<file path="src/sv/sdf_pkg.sv">
// Package for the SD SPI command framer: job descriptor, frame constants
// and the byte-wise CRC7 update used by the byte sequencer (sdf_back).
// No dependencies.
package sdf_pkg;

    localparam int unsigned QUEUE_DEPTH_DEF = 2;

    localparam logic [5:0] APP_CMD_INDEX  = 6'd55;
    localparam logic [5:0] STOP_CMD_INDEX = 6'd12;
    localparam logic [7:0] START_BITS     = 8'h40;
    localparam logic [7:0] STUFF_BYTE     = 8'hFF;
    localparam logic [6:0] CRC_POLY       = 7'h09;

    // byte position inside a frame
    localparam logic [2:0] POS_START = 3'd0;
    localparam logic [2:0] POS_ARG3  = 3'd1;
    localparam logic [2:0] POS_ARG2  = 3'd2;
    localparam logic [2:0] POS_ARG1  = 3'd3;
    localparam logic [2:0] POS_ARG0  = 3'd4;
    localparam logic [2:0] POS_CRC   = 3'd5;
    localparam logic [2:0] POS_STUFF = 3'd6;

    typedef struct packed {
        logic [5:0]  command_index;
        logic        app_command;
        logic        stuff;
        logic [31:0] argument;
    } sdf_job_t;

    typedef struct packed {
        logic empty;
        logic full;
    } sdf_queue_status_t;

    typedef struct packed {
        logic busy;
        logic prefix;
    } sdf_back_status_t;

    // CRC7 (x^7 + x^3 + 1) advanced over one byte, MSB first
    function automatic logic [6:0] crc7_byte(input logic [6:0] crc_in, input logic [7:0] data);
        logic [6:0] crc;
        logic       fb;
        crc = crc_in;
        for (int k = 7; k >= 0; k--)
        begin
            fb  = data[k] ^ crc[6];
            crc = {crc[5:0], 1'b0};
            if (fb)
            begin
                crc = crc ^ CRC_POLY;
            end
        end
        return crc;
    endfunction

endpackage

</file>
<file path="src/sv/sdf_front.sv">
// Front stage of the SD SPI command framer: accepts a request and
// classifies it into a job descriptor. Depends on sdf_pkg.
module sdf_front
    import sdf_pkg::*;
(
    input  logic        clk,
    input  logic        rst_n,
    input  logic        cmd_valid,
    output logic        cmd_ready,
    input  logic [5:0]  command_index,
    input  logic        app_command,
    input  logic [31:0] argument,
    output logic        job_valid,
    input  logic        job_ready,
    output sdf_job_t    job
);

    logic     job_valid_reg;
    logic     job_valid_next;
    sdf_job_t job_reg;

    assign cmd_ready = !job_valid_reg || job_ready;
    assign job_valid = job_valid_reg;
    assign job       = job_reg;

    always_comb
    begin
        job_valid_next = job_valid_reg;
        if (job_valid_reg && job_ready)
        begin
            job_valid_next = 1'b0;
        end
        if (cmd_valid && cmd_ready)
        begin
            job_valid_next = 1'b1;
        end
    end

    always_ff @(posedge clk or negedge rst_n)
    begin
        if (!rst_n)
        begin
            job_valid_reg <= 1'b0;
        end
        else
        begin
            job_valid_reg <= job_valid_next;
        end
    end

    // stuff byte follows a plain stop command only
    always_ff @(posedge clk)
    begin
        if (cmd_valid && cmd_ready)
        begin
            job_reg.command_index <= command_index;
            job_reg.app_command   <= app_command;
            job_reg.stuff         <= !app_command && (command_index == STOP_CMD_INDEX);
            job_reg.argument      <= argument;
        end
    end

endmodule

</file>
<file path="src/sv/sdf_queue.sv">
// Job queue between front and back of the SD SPI command framer.
// Small register FIFO. Depends on sdf_pkg.
module sdf_queue
    import sdf_pkg::*;
#(
    parameter int unsigned DEPTH = QUEUE_DEPTH_DEF
)
(
    input  logic              clk,
    input  logic              rst_n,
    input  logic              push,
    input  sdf_job_t          push_job,
    input  logic              pop,
    output sdf_job_t          head_job,
    output sdf_queue_status_t status
);

    localparam int unsigned PTR_W = $clog2(DEPTH);
    localparam int unsigned CNT_W = $clog2(DEPTH + 1);

    sdf_job_t           mem [DEPTH];
    logic [PTR_W-1:0]   wr_ptr_reg;
    logic [PTR_W-1:0]   rd_ptr_reg;
    logic [CNT_W-1:0]   count_reg;
    logic [CNT_W-1:0]   count_next;
    logic               do_push;
    logic               do_pop;

    assign status.empty = (count_reg == '0);
    assign status.full  = (count_reg == CNT_W'(DEPTH));
    assign do_push      = push && !status.full;
    assign do_pop       = pop && !status.empty;
    assign head_job     = mem[rd_ptr_reg];

    always_comb
    begin
        count_next = count_reg;
        if (do_push && !do_pop)
        begin
            count_next = count_reg + CNT_W'(1);
        end
        else if (do_pop && !do_push)
        begin
            count_next = count_reg - CNT_W'(1);
        end
    end

    always_ff @(posedge clk or negedge rst_n)
    begin
        if (!rst_n)
        begin
            wr_ptr_reg <= '0;
            rd_ptr_reg <= '0;
            count_reg  <= '0;
        end
        else
        begin
            count_reg <= count_next;
            if (do_push)
            begin
                wr_ptr_reg <= (wr_ptr_reg == PTR_W'(DEPTH - 1)) ? '0 : wr_ptr_reg + PTR_W'(1);
            end
            if (do_pop)
            begin
                rd_ptr_reg <= (rd_ptr_reg == PTR_W'(DEPTH - 1)) ? '0 : rd_ptr_reg + PTR_W'(1);
            end
        end
    end

    always_ff @(posedge clk)
    begin
        if (do_push)
        begin
            mem[wr_ptr_reg] <= push_job;
        end
    end

endmodule

</file>
<file path="src/sv/sdf_back.sv">
// Back part of the SD SPI command framer: sequences each job's frame
// bytes, computes CRC7 one byte per cycle unless stalled. Depends on sdf_pkg.
module sdf_back
    import sdf_pkg::*;
(
    input  logic              clk,
    input  logic              rst_n,
    input  logic              queue_empty,
    input  sdf_job_t          head_job,
    output logic              pop,
    output logic              byte_valid,
    input  logic              byte_ready,
    output logic [7:0]        line_byte,
    output logic              last_byte,
    output sdf_back_status_t  status
);

    sdf_job_t   job_reg;
    logic       busy_reg,   busy_next;
    logic       prefix_reg, prefix_next;
    logic [2:0] pos_reg,    pos_next;
    logic [6:0] crc_reg,    crc_next;
    logic       byte_valid_reg, byte_valid_next;
    logic [7:0] line_byte_reg;
    logic       last_byte_reg;

    logic [5:0]  cur_index;
    logic [31:0] cur_arg;
    logic [7:0]  cur_byte;
    logic        advance;
    logic        job_done;

    assign cur_index = prefix_reg ? APP_CMD_INDEX : job_reg.command_index;
    assign cur_arg   = prefix_reg ? 32'd0 : job_reg.argument;

    always_comb
    begin
        unique case (pos_reg)
            POS_START: cur_byte = START_BITS | {2'b00, cur_index};
            POS_ARG3:  cur_byte = cur_arg[31:24];
            POS_ARG2:  cur_byte = cur_arg[23:16];
            POS_ARG1:  cur_byte = cur_arg[15:8];
            POS_ARG0:  cur_byte = cur_arg[7:0];
            POS_CRC:   cur_byte = {crc_reg, 1'b1};
            default:   cur_byte = STUFF_BYTE;
        endcase
    end

    assign advance  = busy_reg && (!byte_valid_reg || byte_ready);
    assign job_done = ((pos_reg == POS_CRC) && !prefix_reg && !job_reg.stuff)
                      || (pos_reg == POS_STUFF);
    // next job loads when idle or as the prior one sends its final byte
    assign pop      = !queue_empty && (!busy_reg || (advance && job_done));

    always_comb
    begin
        busy_next       = busy_reg;
        prefix_next     = prefix_reg;
        pos_next        = pos_reg;
        crc_next        = crc_reg;
        byte_valid_next = byte_valid_reg && !byte_ready;
        if (advance)
        begin
            byte_valid_next = 1'b1;
            priority if (job_done)
            begin
                busy_next = 1'b0;
            end
            else if (pos_reg == POS_CRC && prefix_reg)
            begin
                prefix_next = 1'b0;
                pos_next    = POS_START;
                crc_next    = '0;
            end
            else if (pos_reg == POS_CRC)
            begin
                pos_next = POS_STUFF;
            end
            else
            begin
                pos_next = pos_reg + 3'd1;
                crc_next = crc7_byte(crc_reg, cur_byte);
            end
        end
        if (pop)
        begin
            busy_next   = 1'b1;
            prefix_next = head_job.app_command;
            pos_next    = POS_START;
            crc_next    = '0;
        end
    end

    always_ff @(posedge clk or negedge rst_n)
    begin
        if (!rst_n)
        begin
            busy_reg       <= 1'b0;
            prefix_reg     <= 1'b0;
            pos_reg        <= POS_START;
            crc_reg        <= '0;
            byte_valid_reg <= 1'b0;
        end
        else
        begin
            busy_reg       <= busy_next;
            prefix_reg     <= prefix_next;
            pos_reg        <= pos_next;
            crc_reg        <= crc_next;
            byte_valid_reg <= byte_valid_next;
        end
    end

    always_ff @(posedge clk)
    begin
        if (pop)
        begin
            job_reg <= head_job;
        end
        if (advance)
        begin
            line_byte_reg <= cur_byte;
            last_byte_reg <= job_done;
        end
    end

    assign byte_valid    = byte_valid_reg;
    assign line_byte     = line_byte_reg;
    assign last_byte     = last_byte_reg;
    assign status.busy   = busy_reg;
    assign status.prefix = prefix_reg;

endmodule

</file>
<file path="src/sv/sd_spi_command_framer_top.sv">
// SD SPI command framer top level: front stage, job queue, byte sequencer.
// Depends on sdf_pkg, sdf_front, sdf_queue, sdf_back.
//
// Each request becomes the SPI bytes of an SD command frame: 0x40|index, the
// argument MSB first and the CRC7 byte with end bit; an application command
// gets a CMD55 frame first and a plain CMD12 a trailing 0xFF. The byte
// sequencer emits one byte per cycle while byte_ready does not stall it and
// computes the CRC7 one byte at a time. A request is 6, 7 or 12 bytes long;
// requests follow each other with no gap when the next one is already queued,
// and the job queue lets new requests be taken while the current one is
// still being sent. last_byte marks the final byte of each request.
module sd_spi_command_framer_top
    import sdf_pkg::*;
#(
    parameter int unsigned QUEUE_DEPTH = QUEUE_DEPTH_DEF
)
(
    input  logic        clk,
    input  logic        rst_n,
    input  logic        cmd_valid,
    output logic        cmd_ready,
    input  logic [5:0]  command_index,
    input  logic        app_command,
    input  logic [31:0] argument,
    output logic        byte_valid,
    input  logic        byte_ready,
    output logic [7:0]  line_byte,
    output logic        last_byte
);

    logic              job_valid;
    logic              job_ready;
    sdf_job_t          front_job;
    sdf_job_t          head_job;
    logic              pop;
    sdf_queue_status_t q_status;
    sdf_back_status_t  bk_status;

    assign job_ready = !q_status.full;

    sdf_front u_front (
        .clk           (clk),
        .rst_n         (rst_n),
        .cmd_valid     (cmd_valid),
        .cmd_ready     (cmd_ready),
        .command_index (command_index),
        .app_command   (app_command),
        .argument      (argument),
        .job_valid     (job_valid),
        .job_ready     (job_ready),
        .job           (front_job)
    );

    sdf_queue #(
        .DEPTH (QUEUE_DEPTH)
    ) u_queue (
        .clk      (clk),
        .rst_n    (rst_n),
        .push     (job_valid),
        .push_job (front_job),
        .pop      (pop),
        .head_job (head_job),
        .status   (q_status)
    );

    sdf_back u_back (
        .clk         (clk),
        .rst_n       (rst_n),
        .queue_empty (q_status.empty),
        .head_job    (head_job),
        .pop         (pop),
        .byte_valid  (byte_valid),
        .byte_ready  (byte_ready),
        .line_byte   (line_byte),
        .last_byte   (last_byte),
        .status      (bk_status)
    );

    // final byte is a CRC byte or the stuff byte; both have bit 0 set
    a_last_has_end_bit: assert property (@(posedge clk) disable iff (!rst_n)
        (byte_valid && last_byte) |-> line_byte[0])
        else $error("final byte without end bit");

    a_queue_status: assert property (@(posedge clk) disable iff (!rst_n)
        !(q_status.full && q_status.empty))
        else $error("queue both full and empty");

    // a byte loaded from a CMD55 prefix frame never ends a request
    a_no_last_in_prefix: assert property (@(posedge clk) disable iff (!rst_n)
        (bk_status.busy && bk_status.prefix && (!byte_valid || byte_ready)) |=> !last_byte)
        else $error("last byte flagged inside prefix frame");

    a_pop_nonempty: assert property (@(posedge clk) disable iff (!rst_n)
        pop |-> !q_status.empty)
        else $error("pop from empty queue");

endmodule
</file>
<file path="config.mk">
export PLATFORM = sky130hd
export DESIGN_NAME = sd_spi_command_framer_top
export DESIGN_NICKNAME = d
export VERILOG_FILES = /design/src/sv/sdf_pkg.sv /design/src/sv/sdf_front.sv /design/src/sv/sdf_queue.sv /design/src/sv/sdf_back.sv /design/src/sv/sd_spi_command_framer_top.sv
export SDC_FILE = /design/constraint.sdc
export NUM_CORES = 1
export LEC_CHECK = 0
export BUFFER_PORTS_ARGS = -buffer_cell sky130_fd_sc_hd__buf_2
export CAP_MARGIN = 30
export CORE_ASPECT_RATIO = 1.1
export CORE_UTILIZATION = 45
export CTS_BUF_LIST = sky130_fd_sc_hd__clkbuf_16
export DETAILED_ROUTE_END_ITERATION = 6
export MAX_ROUTING_LAYER = met4
export PLACE_DENSITY = 0.64
export SYNTH_ARGS = -nofsm -noshare
export SYNTH_HDL_FRONTEND = slang
export SYNTH_HIERARCHICAL = 1
export SYNTH_SLANG_ARGS = --single-unit
</file>
<file path="constraint.sdc">
create_clock -name clk -period 4.2 [get_ports clk]
set_input_delay 0.63 -clock clk [delete_from_list [all_inputs] [get_ports clk]]
set_output_delay 0.63 -clock clk [all_outputs]
set_load 0.02 [all_outputs]
</file>
==> results.toml <==
[outcome]
outcome = "finished, final reports clean"

[global_route]
grt.overflow.total = 0
grt_usage_pct = 15.2
antenna_found_initial = 0
grt_pass1_wl_um = 17700
grt_max_degree = 41
grt_pass1_vias = 3457

[sta]
fin_crit_sh_pct = 76.2
fin_ws_ns = 0.998
min_period_ns = 3.20
clock.fmax_mhz = 312
rsz0062_at_grt = "false"
setup_violations = 0
worst_pin_slew_ns = 0.963
timing.setup.tns_ns = 0
finalHoldViolCount = 0
finClkSkew_ns = 0.00865
finalMaxSlewViolations = 0
slew_headroom_pct = 35.8

[floorplanning]
core_area_um2 = 15800
dieArea_um2 = 16700
num_rows = 48
start_util_pct = 46.2
die_w_um = 123
ios = 54
die_h_um = 136

[drt]
topRoutingLayerUsed = "met4"
route.met2.wl_um = 5520
met3_wirelength_um = 366
wl_um = 11100
drc = 0
m1WireLength_um = 4820
first_pass_iters = 4
vias = 3388
viasPerCell = 5.10
antenna_left = 0
drt_iter0_markers = 116
routedWlPerCell_um = 16.7

[clock_tree]
clk_pin_slew_ns = 0.06
clock_sinks = 186
ctsResizeCount = 0
clock-root-buffer = "clkbuf_16"
cts_hold_buffers = 0
cts_tree = "built"
numCtsBuffers = 17
htree_levels = 4
clk_latency_ns = 0.42
cts_setup_buffers = 0
clk_path_buf_depth = 2

[placement]
dpl.cell_count = 633
io_buffers = 53
gp_congestion = 0.820
hpwl_um = 7420
preCtsSetupSlack_ns = 0.984

[layout]
nFillCells = 1249
nets = 502
multi_input_area_um2 = 1640
final_cells = 664
final_layout_size_suffix_gt1_share_pct = 30.0
syn2layout_area_growth_pct = 13.1
antennaDiodeCount = 0
largest_reg_flops = 80
seq_area_um2 = 5500

[critical_path]
r2r_slack_ns = 1.0
required_ns = 4.50
start_kind = "flip-flop"
critPathKind = "reg -> reg"
r2r-start = "u_back/pos_reg[2]"
rr_worst_depth = 7
cp-end-kind = "flip-flop"
arrival_ns = 3.50
worst_r2r_endpoint = "u_back/crc_reg[4]"
cp_max_fo = 22

[synth]
netlist_area_um2 = 7300
postSynthCellCount = 390
yosys_warnings = 6
avgSynthCellArea_um2 = 18.7
synth_nets = 439

[pwr]
powerDensity_nw_per_um2 = 779
leakage_uw = 0.00303
vdd_ir_drop_max_mv = 0.305

[min_path]
hold_path.class = "in -> async"

[run]
maxCapViolations = 0
[through the flow]
stage                     util, %  total power, µW  area [µm²]  hold slack, ns
after floorplan                 -             4690        7300           0.334
after global placement       48.8             5040        7700           0.424
after detailed placement     48.9             5120        7720           0.430
after CTS                    52.1             6500        8230           0.155
after global routing         52.2             6810        8250           0.177
final                        52.2             6430        8250           0.156
[worst max-delay path: stages, from the launching register on]
cell,delay [ns]
dfrtp_1,0.81
inv_1,0.22
ha_1,0.40
nor4_2,0.67
nor4_1,0.19
o22a_1,0.25
or2_1,0.25
a221o_1,0.29
[routing by layer]
layer | global-route usage [%] | vias up
li1 | - | 1636
met1 | 18.2 | 1659
met2 | 23.2 | 69
met3 | 3.91 | 24
met4 | 8.57 | 0
met5 | - | -
[layout make-up]
cell class	count	area share (%)
Clock buffer	17	5.16
Clock inverter	13	1.00
Multi-Input combinational cell	181	19.8
Tap cell	200	3.03
Inverter	9	0.409
Sequential cell	186	66.6
Timing Repair Buffer	58	3.97
[how the worst max path moves through the flow]
stage / cells past startpoint / slack [ns] / end / from
global route: 7 / 0.75 / u_back/crc_reg[4] / u_back/pos_reg[2]
floorplan: 12 / 0.67 / u_queue/count_reg[1] / u_back/pos_reg[1]
finish: 7 / 1.0 / u_back/crc_reg[4] / u_back/pos_reg[2]
detailed placement: 7 / 0.98 / u_back/crc_reg[4] / u_back/pos_reg[2]
global placement: 7 / 1.14 / u_back/crc_reg[4] / u_back/pos_reg[2]
CTS: 7 / 1.01 / u_back/crc_reg[4] / u_back/pos_reg[2]
[where the power goes]
part           internal (µW)  switching, µW
registers               2700            303
logic                   1000           1050
clock network            743            631
total                   4440           1990
[placed cells by master (no fill, tap or decap), types with 5 or more instances in the layout]
master,n
nor2_1,15
nand2b_1,5
o21ai_1,12
o21ai_0,8
buf_2,53
a21oi_1,8
clkbuf_16,17
nand2_1,18
xnor2_1,5
a32o_1,5
dfrtp_1,17
inv_1,11
mux2_4,40
edfxtp_1,168
ha_1,6
Power figures use the tool's default switching activity.
